<file path="config.mk">
export PLATFORM = sky130hd
export DESIGN_NAME = nand_geometry_decode
export DESIGN_NICKNAME = d
export VERILOG_FILES = /design/src/hdl/ngd_pkg.sv /design/src/hdl/nand_geometry_decode.sv
export SDC_FILE = /design/constraint.sdc
export NUM_CORES = 1
export LEC_CHECK = 0
export BUFFER_PORTS_ARGS = -buffer_cell sky130_fd_sc_hd__buf_4
export CORE_MARGIN = 3
export CORE_UTILIZATION = 35
export CTS_CLUSTER_SIZE = 14
export DETAILED_ROUTE_END_ITERATION = 16
export PLACE_DENSITY = 0.64
export SYNTH_ARGS = -nofsm -noshare
export SYNTH_HDL_FRONTEND = slang
export SYNTH_MEMORY_MAX_BITS = 65536
export SYNTH_SLANG_ARGS = --single-unit
</file>
<file path="constraint.sdc">
create_clock -name clk_i -period 3 [get_ports clk_i]
set_clock_uncertainty 0.15 [all_clocks]
set_input_delay 0.3 -clock clk_i [delete_from_list [all_inputs] [get_ports clk_i]]
set_output_delay 0.3 -clock clk_i [all_outputs]
set_load 0.05 [all_outputs]
</file>
<file path="src/hdl/ngd_pkg.sv">
// Package for the NAND geometry decoder: stage types, fixed constants,
// device ID capacity table and bad-block marker position table.
// Depends on nothing.
package ngd_pkg;

  localparam int unsigned SECTOR_BYTES   = 512;
  localparam int unsigned CW_PLAIN       = 528;
  localparam int unsigned CW_BCH8        = 532;
  localparam logic [20:0] UNKNOWN_BLOCKS = 21'h800;
  localparam logic [31:0] SPECIAL_ID_A   = 32'h2690ac2c;
  localparam logic [31:0] SPECIAL_ID_B   = 32'h2690ac98;
  localparam logic [9:0]  SPECIAL_OOB    = 10'd256;

  // First stage: raw fields pulled out of the request
  typedef struct packed {
    logic [16:0] chip_mb;
    logic        special_id;
    logic [1:0]  page_sel;
    logic        oob_sel;
    logic [1:0]  blk_sel;
    logic        bch;
    logic [1:0]  bch_code;
    logic [4:0]  esize;
    logic [9:0]  mark_pos;
    logic        mark_spare;
    logic        wide;
  } s1_t;

  // Second stage: derived geometry, final selects still pending
  typedef struct packed {
    logic [16:0] chip_mb;
    logic        special_id;
    logic [13:0] page;
    logic [9:0]  blk;
    logic [4:0]  spp;
    logic        bch;
    logic [4:0]  esize;
    logic [4:0]  ebits;
    logic [9:0]  mark_pos;
    logic        mark_spare;
    logic [9:0]  mark_calc;
    logic [20:0] blocks;
    logic [9:0]  oob_calc;
    logic        wide;
  } s2_t;

  // Result as it leaves the block
  typedef struct packed {
    logic [16:0] chip_size_mb;
    logic [13:0] page_size_bytes;
    logic [9:0]  block_size_kb;
    logic [4:0]  sectors_per_page;
    logic        bch_selected;
    logic [4:0]  ecc_size_bytes;
    logic [4:0]  ecc_correct_bits;
    logic [9:0]  bad_mark_position;
    logic        bad_mark_in_spare;
    logic [20:0] total_blocks;
    logic [9:0]  oob_size_bytes;
    logic        wide_bus;
  } res_t;

  // Device ID byte to capacity in MiB; zero for an unknown device
  function automatic logic [16:0] chip_mb_lookup(input logic [7:0] dev);
    logic [16:0] mb;
    unique case (dev)
      8'h33, 8'h73, 8'h43, 8'h53: mb = 17'd16;
      8'h35, 8'h75, 8'h45, 8'h55: mb = 17'd32;
      8'h36, 8'h76, 8'h46, 8'h56: mb = 17'd64;
      8'h78, 8'h39, 8'h79, 8'h72, 8'h49, 8'h74, 8'h59: mb = 17'd128;
      8'h71: mb = 17'd256;
      8'hA2, 8'hA0, 8'hF2, 8'hD0, 8'hB2, 8'hB0, 8'hC2, 8'hC0: mb = 17'd64;
      8'hA1, 8'hF1, 8'hD1, 8'hB1, 8'hC1, 8'hAD: mb = 17'd128;
      8'hAA, 8'hDA, 8'hBA, 8'hCA: mb = 17'd256;
      8'hAC, 8'hDC, 8'hBC, 8'hCC: mb = 17'd512;
      8'hA3, 8'hD3, 8'hB3, 8'hC3: mb = 17'd1024;
      8'hA5, 8'hD5, 8'hB5, 8'hC5: mb = 17'd2048;
      8'hA7, 8'hD7, 8'hB7, 8'hC7: mb = 17'd4096;
      8'hAE, 8'hDE, 8'hBE, 8'hCE: mb = 17'd8192;
      8'h1A, 8'h3A, 8'h2A, 8'h4A: mb = 17'd16384;
      8'h1C, 8'h3C, 8'h2C, 8'h4C: mb = 17'd32768;
      8'h1E, 8'h3E, 8'h2E, 8'h4E: mb = 17'd65536;
      default: mb = 17'd0;
    endcase
    return mb;
  endfunction

  // Marker in the user area: page - cw * (sectors - 1) + 1
  function automatic logic [9:0] mark_calc_lookup(input logic [1:0] page_sel,
                                                  input logic       bch8);
    logic [9:0] pos;
    unique case ({page_sel, bch8})
      3'b000: pos = 10'(1024 - CW_PLAIN * 1 + 1);
      3'b001: pos = 10'(1024 - CW_BCH8 * 1 + 1);
      3'b010: pos = 10'(2048 - CW_PLAIN * 3 + 1);
      3'b011: pos = 10'(2048 - CW_BCH8 * 3 + 1);
      3'b100: pos = 10'(4096 - CW_PLAIN * 7 + 1);
      3'b101: pos = 10'(4096 - CW_BCH8 * 7 + 1);
      3'b110: pos = 10'(8192 - CW_PLAIN * 15 + 1);
      3'b111: pos = 10'(8192 - CW_BCH8 * 15 + 1);
      default: pos = 10'(1024 - CW_PLAIN * 1 + 1);
    endcase
    return pos;
  endfunction

endpackage

</file>
<file path="src/hdl/nand_geometry_decode.sv">
// NAND geometry decoder: turns a read-ID word and controller words into
// flash geometry. A request is registered in stage 1, then stage 2, then the
// output register, whose valid bit drives out_valid_o.
// Throughput one request per cycle unless out_ready_i stalls; three register
// stages, each with its own valid bit, stall from the output back; empty ones move.
// Reset (rst_ni low, asynchronous) empties the pipeline and clears the OOB override.
module nand_geometry_decode
  import ngd_pkg::*;
(
  input  logic        clk_i,
  input  logic        rst_ni,
  // configuration
  input  logic        cfg_we_i,
  input  logic [9:0]  cfg_wdata_i,
  // request channel
  input  logic        in_valid_i,
  output logic        in_ready_o,
  input  logic [31:0] id_word_i,
  input  logic [31:0] cfg0_word_i,
  input  logic [31:0] cfg1_word_i,
  input  logic [31:0] ecc_cfg_word_i,
  // result channel
  output logic        out_valid_o,
  input  logic        out_ready_i,
  output logic [16:0] chip_size_mb_o,
  output logic [13:0] page_size_bytes_o,
  output logic [9:0]  block_size_kb_o,
  output logic [4:0]  sectors_per_page_o,
  output logic        bch_selected_o,
  output logic [4:0]  ecc_size_bytes_o,
  output logic [4:0]  ecc_correct_bits_o,
  output logic [9:0]  bad_mark_position_o,
  output logic        bad_mark_in_spare_o,
  output logic [20:0] total_blocks_o,
  output logic [9:0]  oob_size_bytes_o,
  output logic        wide_bus_o
);

  logic [9:0] oob_override_q;

  logic v1_q, v2_q, v3_q;
  logic adv1, adv2, adv3;

  s1_t  s1_d, s1_q;
  s2_t  s2_d, s2_q;
  res_t res_d, res_q;

  // Override register
  always_ff @(posedge clk_i or negedge rst_ni) begin
    if (!rst_ni) begin
      oob_override_q <= '0;
    end else if (cfg_we_i) begin
      oob_override_q <= cfg_wdata_i;
    end
  end

  // Stall chain: a stage moves when it is empty or the next one moves
  assign adv3       = !v3_q || out_ready_i;
  assign adv2       = !v2_q || adv3;
  assign adv1       = !v1_q || adv2;
  assign in_ready_o = adv1;

  always_ff @(posedge clk_i or negedge rst_ni) begin
    if (!rst_ni) begin
      v1_q <= 1'b0;
      v2_q <= 1'b0;
      v3_q <= 1'b0;
    end else begin
      if (adv1) v1_q <= in_valid_i;
      if (adv2) v2_q <= v1_q;
      if (adv3) v3_q <= v2_q;
    end
  end

  // Stage 1: field extraction and device table lookup
  always_comb begin
    s1_d.chip_mb    = chip_mb_lookup(id_word_i[15:8]);
    s1_d.special_id = (id_word_i == SPECIAL_ID_A) || (id_word_i == SPECIAL_ID_B);
    s1_d.page_sel   = id_word_i[25:24];
    s1_d.oob_sel    = id_word_i[26];
    s1_d.blk_sel    = id_word_i[29:28];
    s1_d.bch        = cfg1_word_i[27];
    s1_d.bch_code   = ecc_cfg_word_i[5:4];
    s1_d.esize      = cfg1_word_i[27] ? ecc_cfg_word_i[12:8]
                                      : {1'b0, cfg0_word_i[22:19]};
    s1_d.mark_pos   = cfg1_word_i[15:6];
    s1_d.mark_spare = cfg1_word_i[16];
    s1_d.wide       = cfg1_word_i[1];
  end

  always_ff @(posedge clk_i) begin
    if (in_valid_i && adv1) s1_q <= s1_d;
  end

  // Stage 2: sizes, correction strength, computed marker, block count, OOB size
  always_comb begin
    logic bch8;
    bch8           = s1_q.bch && (s1_q.bch_code == 2'd1);
    s2_d.chip_mb   = s1_q.chip_mb;
    s2_d.special_id = s1_q.special_id;
    s2_d.page      = 14'd1024 << s1_q.page_sel;
    s2_d.blk       = 10'd64 << s1_q.blk_sel;
    s2_d.spp       = 5'd2 << s1_q.page_sel;
    s2_d.bch       = s1_q.bch;
    s2_d.esize     = s1_q.esize;
    if (s1_q.bch && (s1_q.bch_code != 2'd0)) begin
      s2_d.ebits = 5'({3'b000, s1_q.bch_code} + 5'd1) << 2;
    end else begin
      s2_d.ebits = 5'd4;
    end
    s2_d.mark_pos   = s1_q.mark_pos;
    s2_d.mark_spare = s1_q.mark_spare;
    s2_d.mark_calc  = mark_calc_lookup(s1_q.page_sel, bch8);
    // capacity and block size are powers of two: blocks = mb * 16 >> blk_sel
    s2_d.blocks     = (s1_q.chip_mb == '0) ? UNKNOWN_BLOCKS
                                           : ({s1_q.chip_mb, 4'b0000} >> s1_q.blk_sel);
    s2_d.oob_calc   = 10'd16 << ({1'b0, s1_q.page_sel} + {2'b00, s1_q.oob_sel});
    s2_d.wide       = s1_q.wide;
  end

  always_ff @(posedge clk_i) begin
    if (v1_q && adv2) s2_q <= s2_d;
  end

  // Stage 3: marker and OOB selection into the output register
  always_comb begin
    res_d.chip_size_mb     = s2_q.chip_mb;
    res_d.page_size_bytes  = s2_q.page;
    res_d.block_size_kb    = s2_q.blk;
    res_d.sectors_per_page = s2_q.spp;
    res_d.bch_selected     = s2_q.bch;
    res_d.ecc_size_bytes   = s2_q.esize;
    res_d.ecc_correct_bits = s2_q.ebits;
    if (s2_q.mark_pos == '0) begin
      res_d.bad_mark_position = s2_q.mark_calc;
      res_d.bad_mark_in_spare = 1'b0;
    end else begin
      res_d.bad_mark_position = s2_q.mark_pos;
      res_d.bad_mark_in_spare = s2_q.mark_spare;
    end
    res_d.total_blocks = s2_q.blocks;
    if (oob_override_q != '0) begin
      res_d.oob_size_bytes = oob_override_q;
    end else if (s2_q.special_id) begin
      res_d.oob_size_bytes = SPECIAL_OOB;
    end else begin
      res_d.oob_size_bytes = s2_q.oob_calc;
    end
    res_d.wide_bus = s2_q.wide;
  end

  always_ff @(posedge clk_i) begin
    if (v2_q && adv3) res_q <= res_d;
  end

  // Output ports
  assign out_valid_o         = v3_q;
  assign chip_size_mb_o      = res_q.chip_size_mb;
  assign page_size_bytes_o   = res_q.page_size_bytes;
  assign block_size_kb_o     = res_q.block_size_kb;
  assign sectors_per_page_o  = res_q.sectors_per_page;
  assign bch_selected_o      = res_q.bch_selected;
  assign ecc_size_bytes_o    = res_q.ecc_size_bytes;
  assign ecc_correct_bits_o  = res_q.ecc_correct_bits;
  assign bad_mark_position_o = res_q.bad_mark_position;
  assign bad_mark_in_spare_o = res_q.bad_mark_in_spare;
  assign total_blocks_o      = res_q.total_blocks;
  assign oob_size_bytes_o    = res_q.oob_size_bytes;
  assign wide_bus_o          = res_q.wide_bus;

`ifndef SYNTHESIS
  // a full, stalled pipeline must refuse new requests
  a_full_blocks: assert property (@(posedge clk_i) disable iff (!rst_ni)
    (v1_q && v2_q && v3_q && !out_ready_i) |-> !in_ready_o)
    else $error("request taken while pipeline full and stalled");

  // the marker position is never left at zero
  a_mark_nonzero: assert property (@(posedge clk_i) disable iff (!rst_ni)
    out_valid_o |-> (bad_mark_position_o != '0))
    else $error("bad-block marker position is zero");

  // an unknown device gives the default block count
  a_unknown_blocks: assert property (@(posedge clk_i) disable iff (!rst_ni)
    (out_valid_o && (chip_size_mb_o == '0)) |-> (total_blocks_o == UNKNOWN_BLOCKS))
    else $error("unknown device without default block count");

  // sectors per page is always a single power of two
  a_spp_onehot: assert property (@(posedge clk_i) disable iff (!rst_ni)
    out_valid_o |-> $onehot(sectors_per_page_o))
    else $error("sectors per page not a power of two");
`endif

endmodule
</file>
==> results of run 1 <==
state kept, by name, summed over array words and instances, names as in the netlist:
signal / flops
ecc_size_bytes_o: 5
page_size_bytes_o: 4
ecc_correct_bits_o: 3
bad_mark_position_o: 10
s1_q: 39
oob_override_q: 10
total_blocks_o: 16
block_size_kb_o: 4
bch_selected_o: 1
oob_size_bytes_o: 10
bad_mark_in_spare_o: 1
res_d: 47
chip_size_mb_o: 13
v1_q: 1
out_valid_o: 1
v2_q: 1
s2_q: 25
wide_bus_o: 1
how the worst max path moves through the flow:
stage,from,to,slack [ns],depth (start not counted)
floorplan,out_valid_o$_DFFE_PN0P_,bad_mark_in_spare_o$_SDFFCE_PP0P_,0.08,2
global placement,out_valid_o$_DFFE_PN0P_,s1_q[32]$_DFFE_PP_,1.00,4
detailed placement,out_valid_o$_DFFE_PN0P_,s1_q[31]$_SDFFCE_PP0P_,0.96,4
CTS,out_valid_o$_DFFE_PN0P_,s1_q[20]$_DFFE_PP_,0.96,4
global route,out_valid_o$_DFFE_PN0P_,s1_q[30]$_SDFFCE_PP0P_,0.88,4
finish,out_valid_o$_DFFE_PN0P_,s1_q[40]$_SDFFCE_PP0P_,1.02,4
layout make-up:
cell class                      count  area, um^2  area share
Inverter                            5       18.77    0.001985
Tap cell                          270       337.8     0.03574
Timing Repair Buffer              180        1459      0.1543
Clock buffer                       19       432.9     0.04580
Sequential cell                   192        5700      0.6030
Multi-Input combinational cell    212        1421      0.1504
Clock inverter                     11       82.58    0.008736
metrics by stage:
step	hold slack, ns	utilization	setup slack [ns]	total power [mW]	instances
2_1_floorplan	-0.1456	-	0.08046	4.072	458
3_3_place_gp	-0.002594	0.4213	1.002	4.356	826
3_5_place_dp	0.005232	0.4213	0.9597	4.380	826
4_1_cts	0.01037	0.4627	0.9561	6.405	889
5_1_grt	0.01125	0.4627	0.8772	6.581	889
6_report	0.02881	0.4627	1.016	6.327	889
where the power goes:
group	switching, mW	internal, mW	total (mW)
clock network	0.924	1.06	1.98
logic	0.685	0.309	0.994
registers	0.104	3.25	3.35
total	1.71	4.61	6.33
worst reg2reg max path: cells and delay by family, from the launching register on:
family | cells | cell delay (ns)
DFF | 1 | 0.39
buffers and inverters | 1 | 0.40
and+or+nand+nor | 3 | 0.72
metal layers:
metal	global-route usage	up-vias	wire length, um
met3	0.03411	11	810
met1	0.1451	1856	5585
met2	0.2007	145	6763
met5	0	-	0
met4	0.04080	0	208
li1	-	1920	-
logic make-up after synthesis:
| family | Yosys count | synth area share |
|---|---|---|
| fa+ha+maj | 6 | 0.01023 |
| mux | 28 | 0.04074 |
| simple gates | 108 | 0.08795 |
| other cells | 1 | 0.0005108 |
| xor+xnor | 1 | 0.001193 |
| compound gates | 41 | 0.03852 |
| flops | 192 | 0.7765 |
| buf+inv | 54 | 0.04432 |
cells in the mapped netlist, types with 2 or more instances:
library cell / number
edfxtp_1: 179
and2_1: 10
nor4bb_1: 3
inv_1: 5
a21o_1: 13
buf_4: 32
mux2i_1: 13
nor4b_1: 4
ha_1: 6
nor2_1: 19
nand2_1: 14
o22ai_1: 9
a21oi_1: 4
o21ai_0: 4
dfrtp_1: 13
nand4b_1: 2
nor4_1: 6
and3b_1: 2
nor3b_1: 6
nor2b_1: 13
o31ai_1: 2
nand3_1: 4
buf_2: 2
nor3_1: 7
mux2_2: 15
o21a_1: 2
clkbuf_1: 15
nand2b_1: 9
layout by cell type (no fill, tap or decap), types with 13 or more instances in the layout:
cell type and count:
mux2i_1 13, conb_1 28, dfrtp_1 13, nand2_1 14
mux2_2 15, clkbuf_16 17, a21o_1 13, dlygate4sd3_1 33
edfxtp_1 179, buf_4 145, nor2_1 19, nor2b_1 13
==> results_dict.tcl, run 1 <==
set metrics [dict create \
    post_cts_resized 0 \
    area_growth_syn_to_layout_pct 28.77 \
    drtPass1Iterations 4 \
    cts_tree "yes" \
    row_count 52 \
    portBuffers 144 \
    ys_warn_count 0 \
    clock-sinks 192 \
    drc 0 \
    r2r_slack_ns 1.02 \
    layout-drive-gt1-share 0.3150 \
    ir_drop_uv 411.3 \
    cp_max_fo 25 \
    worstHoldPathCells 3 \
    cp-end-kind "flop" \
    vias 3932 \
    cp.buffers_inverters 1 \
    hold_viol_final 0 \
    fillerInstances 1786 \
    ioPinCount 245 \
    viasPerCell 4.423 \
    cp_data_arrival_time_ns 1.93 \
    powerDensity_nw_per_um2 669.3 \
    synth_top_area_frac 0.7322 \
    cp_data_required_time_ns 2.94 \
    die_w_um 150.8 \
    clockBufferDepth 2 \
    die_h_um 150.8 \
    critPathMaxStageDelay_ns 0.43 \
    status "complete, no violations" \
    dp_hpwl_um 9464 \
    min_period_ns 1.984 \
    detailed_place.area_um2 8607 \
    worstMarginPinSlew_ns 0.8492 \
    n_antenna_cell 0 \
    timing.rr.start "out_valid_o$_DFFE_PN0P_" \
    ant_nets 0 \
    insertion_delay_ns 0.42 \
    fin_setup_tns_ns 0 \
    slew_headroom 0.4339 \
    dieArea_um2 22750 \
    cts.hold.buffers_added 33 \
    grt_max_degree 69 \
    cellLeakagePower_nw 3.659 \
    setup_viol 0 \
    grt_setup_unrepaired "no" \
    path_class "flop to flop" \
    hold_path.startpoint "out_ready_i" \
    drt_iter0_markers 225 \
    netlist_area_um2 7341 \
    gr-usage-all-layers 0.1183 \
    cts-root-buf "clkbuf_16" \
    ys_types 46 \
    drv_slew 0 \
    cts_buffers 17 \
    grt_pass1_vias 3943 \
    crit_chain "nor2b_1 -> nand3_1 -> and2_2 -> buf_4" \
    synth_seq_cells 192 \
    netlist_top_cells_area "edfxtp_1, dfrtp_1, buf_4, mux2_2, mux2i_1" \
    ys_async_sr_fraction 0.06771 \
    initial_core_util 0.3593 \
    post_drt_wl_per_cell_um 15.04 \
    worstRegToRegCells 4 \
    maxCapViolCount 0 \
    wirelength_um 13370 \
    max_freq_ghz 0.5041 \
    antenna_found_initial 0 \
    seq_area_frac_synth 0.7765 \
    clkSlewWorstSetupHoldPaths_ns 0.06 \
    overflow 0 \
    slowest_stage "and2_2" \
    crit_family "simple AND/OR/NAND/NOR gates" \
    synth_edf_count 179 \
    design_area_um2 9453 \
    fin_nets 757 \
    syn_area_per_cell_um2 17.03 \
    worstHoldEndpoint "out_valid_o$_DFFE_PN0P_" \
    synth_flop_cell "edfxtp_1" \
    core_area_um2 20430 \
    cp-start-kind "flop" \
    period_share 0.6612 \
    htreeDepth 4 \
    hold_path_class "input pin to flop" \
    postCtsSetupBuffers 0 \
    r2r_end "s1_q[40]$_SDFFCE_PP0P_" \
    grt_pass1_wl_um 20370 \
    syn_inst 431 \
    synth_largest_area_cell "edfxtp_1" \
    place.gp.congestion 0.7762 \
]
Power figures use the tool's default switching activity.
==> inputs of run 2 (changes only) <==
--- a/config.mk
+++ b/config.mk
@@ -10,7 +10,7 @@
 export CORE_UTILIZATION = 35
 export CTS_CLUSTER_SIZE = 14
 export DETAILED_ROUTE_END_ITERATION = 16
-export PLACE_DENSITY = 0.64
+export PLACE_DENSITY = 0.62
 export SYNTH_ARGS = -nofsm -noshare
 export SYNTH_HDL_FRONTEND = slang
 export SYNTH_MEMORY_MAX_BITS = 65536
==> constraint.sdc (replaced) <==
create_clock -name clk_i -period 2.05 [get_ports clk_i]
set_clock_uncertainty 0.15 [all_clocks]
set_input_delay 0.205 -clock clk_i [delete_from_list [all_inputs] [get_ports clk_i]]
set_output_delay 0.205 -clock clk_i [all_outputs]
set_load 0.05 [all_outputs]
==> results_dict.tcl, run 2 (synthesis gave the netlist of run 1 again) <==
set metrics [dict create \
    status "complete, no violations" \
    powerDensity_nw_per_um2 1005 \
    maxCapViolCount 0 \
    wirelength_um 13620 \
    multi_input_area_um2 1433 \
    htreeDepth 4 \
    gr-usage-all-layers 0.1187 \
    period_share 0.9543 \
    cp-start-kind "input pin" \
    post_drt_wl_per_cell_um 14.82 \
    drc 0 \
    wl_met2_um 6671 \
    insertion_delay_ns 0.42 \
    dp_hpwl_um 9202 \
    drtPass1Iterations 4 \
    switching_share 0.2609 \
    cp.buffers_inverters 3 \
    hold_viol_final 0 \
    vias 4084 \
    n_antenna_cell 0 \
    clockBufferDepth 2 \
    cts_buffers 17 \
    cp_max_fo 11 \
    fin_setup_tns_ns 0 \
    cp_common_cell "dlygate4sd3_1" \
    row_count 52 \
    final_cell_mix "edfxtp_1, buf_4, dlygate4sd3_1" \
    core_area_um2 20430 \
    worstRegToRegCells 3 \
    max_freq_ghz 0.5112 \
    overflow 0 \
    cts_tree "yes" \
    initial_core_util 0.3593 \
    clock-sinks 192 \
    drt_iter0_markers 217 \
    antenna_found_initial 0 \
    min_period_ns 1.956 \
    p_seq_frac 0.494 \
    cp_data_required_time_ns 2.20 \
    setup.worst_path.start "id_word_i[15]" \
    portBuffers 144 \
    cp.depth 7 \
    slowest_stage "dlygate4sd3_1" \
    area_growth_syn_to_layout_pct 34.28 \
    cellLeakagePower_nw 3.852 \
    worstMarginPinSlew_ns 0.6847 \
    final_common_cell "edfxtp_1" \
    grt_pass1_wl_um 20440 \
    seqCellArea_um2 5700 \
    place.gp.congestion 0.7591 \
    largest_reg_flops 47 \
    cp_data_arrival_time_ns 2.10 \
    crit_chain "dlygate4sd3_1 -> buf_4 -> nand2b_1 -> a21oi_2 -> o21ai_0 -> a211oi_1 -> dlygate4sd3_1" \
    fillerInstances 1751 \
    wl_met3_um 1000 \
    drv_slew 0 \
    cp-end-kind "flop" \
    clockPowerShare 0.351 \
    total_power_mw 9.902 \
    ant_nets 0 \
    cts-root-buf "clkbuf_16" \
    fin_nets 785 \
    design_area_um2 9857 \
    dieArea_um2 22750 \
    detailed_place.area_um2 8665 \
    viasPerCell 4.444 \
    die_w_um 150.8 \
    ir_drop_uv 547.4 \
    path_class "input pin to flop" \
    hold_path_class "input pin to asynchronous set/reset pin" \
    grt_max_degree 73 \
    ioPinCount 245 \
    crit_family "buffers and inverters" \
    clkSlewWorstSetupHoldPaths_ns 0.07 \
    power_switching_mw 2.583 \
    slew_headroom 0.5435 \
    critPathMaxStageDelay_ns 0.57 \
    top_layer "met4" \
    intPower_mw 7.318 \
    grt_setup_unrepaired "no" \
    layout-drive-gt1-share 0.3174 \
    grt_pass1_vias 4017 \
    die_h_um 150.8 \
    fin_util 0.4825 \
    combPwrFrac 0.155 \
    timing.rr.start "s2_q[48]$_DFFE_PP_" \
    setup_viol 0 \
    wl_met1_um 5641 \
]
run 2: metrics by stage:
stage | setup WS, ns | cells | hold WS [ns]
after floorplan | 0.04974 | 458 | -0.2406
after global placement | 0.1410 | 831 | -0.09657
after detailed placement | 0.1350 | 831 | -0.08947
after CTS | 0.1098 | 919 | 0.003687
after global routing | 0.001242 | 919 | 0.01285
final | 0.09378 | 919 | 0.02028
run 2: cell type report:
class / instances / area share
Clock inverter: 15 / 0.02056
Timing Repair Buffer: 208 / 0.1764
Clock buffer: 17 / 0.04316
Inverter: 5 / 0.001904
Tap cell: 270 / 0.03427
Sequential cell: 192 / 0.5783
Multi-Input combinational cell: 212 / 0.1453
run 2: power groups by stage:
stage	logic [mW]	clock network, mW	registers, mW
floorplan	0.524	0	5.43
global placement	1.42	0	4.97
detailed placement	1.45	0	4.99
CTS	1.55	3.54	4.90
global route	1.62	3.71	4.93
finish	1.53	3.47	4.90
run 2: routing by layer:
metal,track usage,vias up
met5,0,-
met4,0.04805,0
met3,0.03112,14
met2,0.1965,163
met1,0.1488,1924
li1,-,1983
run 2: repair_timing:
item                       in CTS  in global routing
buffers inserted                0                  0
gates resized for setup         0                  1
setup endpoints to repair       0                  1
hold buffers                   56                  0
hold endpoints to repair       54                  0
run 2: path summary, 6_finish.rpt:
kind	to	slack, ns
min reg2reg	s2_q[51]$_DFFE_PP_	0.27
max in group asynchronous	oob_override_q[8]$_DFFE_PN0P_	1.57
max reg2reg	bad_mark_in_spare_o$_SDFFCE_PP0P_	0.16
max	s1_q[32]$_DFFE_PP_	0.09
min	oob_override_q[0]$_DFFE_PN0P_	0.02
min in group clk_i	s1_q[34]$_DFFE_PP_	0.02
==> inputs of run 3 (changes only) <==
--- a/config.mk
+++ b/config.mk
@@ -11,6 +11,7 @@
 export CTS_CLUSTER_SIZE = 14
 export DETAILED_ROUTE_END_ITERATION = 16
 export PLACE_DENSITY = 0.62
+export SETUP_SLACK_MARGIN = 0.5
 export SYNTH_ARGS = -nofsm -noshare
 export SYNTH_HDL_FRONTEND = slang
 export SYNTH_MEMORY_MAX_BITS = 65536
==> results_dict.tcl, run 3 (synthesis gave the netlist of run 1 again) <==
set metrics [dict create \
    status "complete, no violations" \
    fin_util 0.5178 \
    die_w_um 150.8 \
    clockBufferDepth 2 \
    powerDensity_nw_per_um2 957.1 \
    antenna_found_initial 0 \
    total_power_mw 10.13 \
    critPathMaxStageDelay_ns 0.56 \
    fillerInstances 1681 \
    place.gp.congestion 0.7881 \
    min_period_ns 1.821 \
    combPwrFrac 0.178 \
    cellLeakagePower_nw 4.162 \
    cp-start-kind "flop" \
    ant_nets 0 \
    cp.depth 4 \
    cp_max_fo 5 \
    drtPass1Iterations 4 \
    worstHoldPathCells 2 \
    ioPinCount 245 \
    cts_buffers 17 \
    cp_data_arrival_time_ns 1.85 \
    crit_family "simple AND/OR/NAND/NOR gates" \
    design_area_um2 10580 \
    top_layer "met4" \
    cts-root-buf "clkbuf_16" \
    switching_share 0.2615 \
    grt_max_degree 40 \
    dieArea_um2 22750 \
    area_growth_syn_to_layout_pct 44.11 \
    wl_met3_um 863 \
    row_count 52 \
    hold_path.startpoint "id_word_i[10]" \
    power_switching_mw 2.648 \
    dp_slack_ns 0.1767 \
    cts_tree "yes" \
    clkSlewWorstSetupHoldPaths_ns 0.07 \
    p_seq_frac 0.483 \
    cp_data_required_time_ns 2.08 \
    n_antenna_cell 0 \
    grt_setup_unrepaired "yes" \
    slew_headroom 0.6637 \
    timing.rr.start "s2_q[46]$_DFFE_PP_" \
    detailed_place.area_um2 8707 \
    intPower_mw 7.478 \
    drv_slew 0 \
    r2r_slack_ns 0.23 \
    die_h_um 150.8 \
    gr-usage-all-layers 0.1259 \
    cp.buffers_inverters 1 \
    largest_reg_flops 47 \
    layout_setup_ws_ns 0.2289 \
    crit_chain "or4_4 -> nor4_4 -> buf_4 -> nor2b_1" \
    wl_met1_um 6390 \
    timing.hold.ws_ns 0.04211 \
    maxCapViolCount 0 \
    post_drt_wl_per_cell_um 16.01 \
    final_common_cell "edfxtp_1" \
    fin_cells 965 \
    initial_core_util 0.3593 \
    drc 0 \
    cp-end-kind "flop" \
    worstHoldEndpoint "s1_q[30]$_SDFFCE_PP0P_" \
    setup_viol 0 \
    layout-drive-gt1-share 0.4058 \
    ir_drop_uv 675.9 \
    hold_viol_final 0 \
    insertion_delay_ns 0.43 \
    slowest_stage "or4_4" \
    drt_iter0_markers 196 \
    overflow 0 \
    final_cell_mix "edfxtp_1, buf_4, dlygate4sd3_1" \
    setup.worst_path.start "s2_q[46]$_DFFE_PP_" \
    worstRegToRegCells 4 \
    vias 4383 \
    clockPowerShare 0.339 \
    worstMarginPinSlew_ns 0.5028 \
    fin_nets 831 \
    wirelength_um 15450 \
    grt_pass1_vias 4228 \
    wl_met2_um 7932 \
    r2r_end "bad_mark_in_spare_o$_SDFFCE_PP0P_" \
    clock-sinks 192 \
    core_area_um2 20430 \
    grt_pass1_wl_um 21710 \
    portBuffers 144 \
    hold_path_class "input pin to flop" \
    fin_setup_tns_ns 0 \
    path_class "flop to flop" \
    max_freq_ghz 0.5491 \
    dp_hpwl_um 9459 \
    period_share 0.8883 \
    viasPerCell 4.542 \
    dp_cells 833 \
    htreeDepth 4 \
]
-- run 3: cell count changes in the layout (fill, tap and decap cells not counted), moves of 4 or more --
cell / delta
buf_4: +29
o22ai_1: -8
o22ai_2: +8
buf_6: +5
nor2_1: -4
-- run 3: how the worst max path moves through the flow --
stage,end,slack [ns]
2_1_floorplan,res_d[0]$_DFFE_PP_,0.18
3_5_place_dp,res_d[26]$_SDFFCE_PP0P_,0.18
6_report,bad_mark_in_spare_o$_SDFFCE_PP0P_,0.23
3_3_place_gp,res_d[27]$_SDFFCE_PP0P_,0.18
4_1_cts,bad_mark_in_spare_o$_SDFFCE_PP0P_,0.23
5_1_grt,bad_mark_in_spare_o$_SDFFCE_PP0P_,0.16
-- run 3: power by group through the flow --
stage	Sequential, mW	Combinational [mW]	Clock, mW
CTS	4.89	1.66	3.50
finish	4.89	1.81	3.43
global placement	4.97	1.44	0
global route	4.92	1.90	3.66
detailed placement	4.99	1.45	0
floorplan	5.43	0.531	0
-- run 3: repair_timing --
item                                   4_1_cts  5_1_grt
endpoints found under the hold margin       55        0
gates cloned                                 3        6
pin swaps                                   10       14
setup endpoints to repair                  110      158
resized for setup                           24       26
buffers inserted                            16       16
hold buffers                                59        0
-- run 3: cell type report --
type | count | area [um^2] | area share
clock buffers | 19 | 432.9 | 0.04092
multi-input cells | 214 | 1688 | 0.1596
clock inverters | 13 | 183.9 | 0.01739
well taps | 270 | 337.8 | 0.03193
inverters | 5 | 21.27 | 0.002011
repair buffers | 252 | 2213 | 0.2092
flip-flops and latches | 192 | 5702 | 0.5390
-- run 3: routing by layer --
| layer | vias up | track usage |
|---|---|---|
| li1 | 2079 | - |
| met1 | 2129 | 0.1542 |
| met2 | 156 | 0.2146 |
| met3 | 19 | 0.03112 |
| met4 | 0 | 0.04986 |
| met5 | - | 0 |
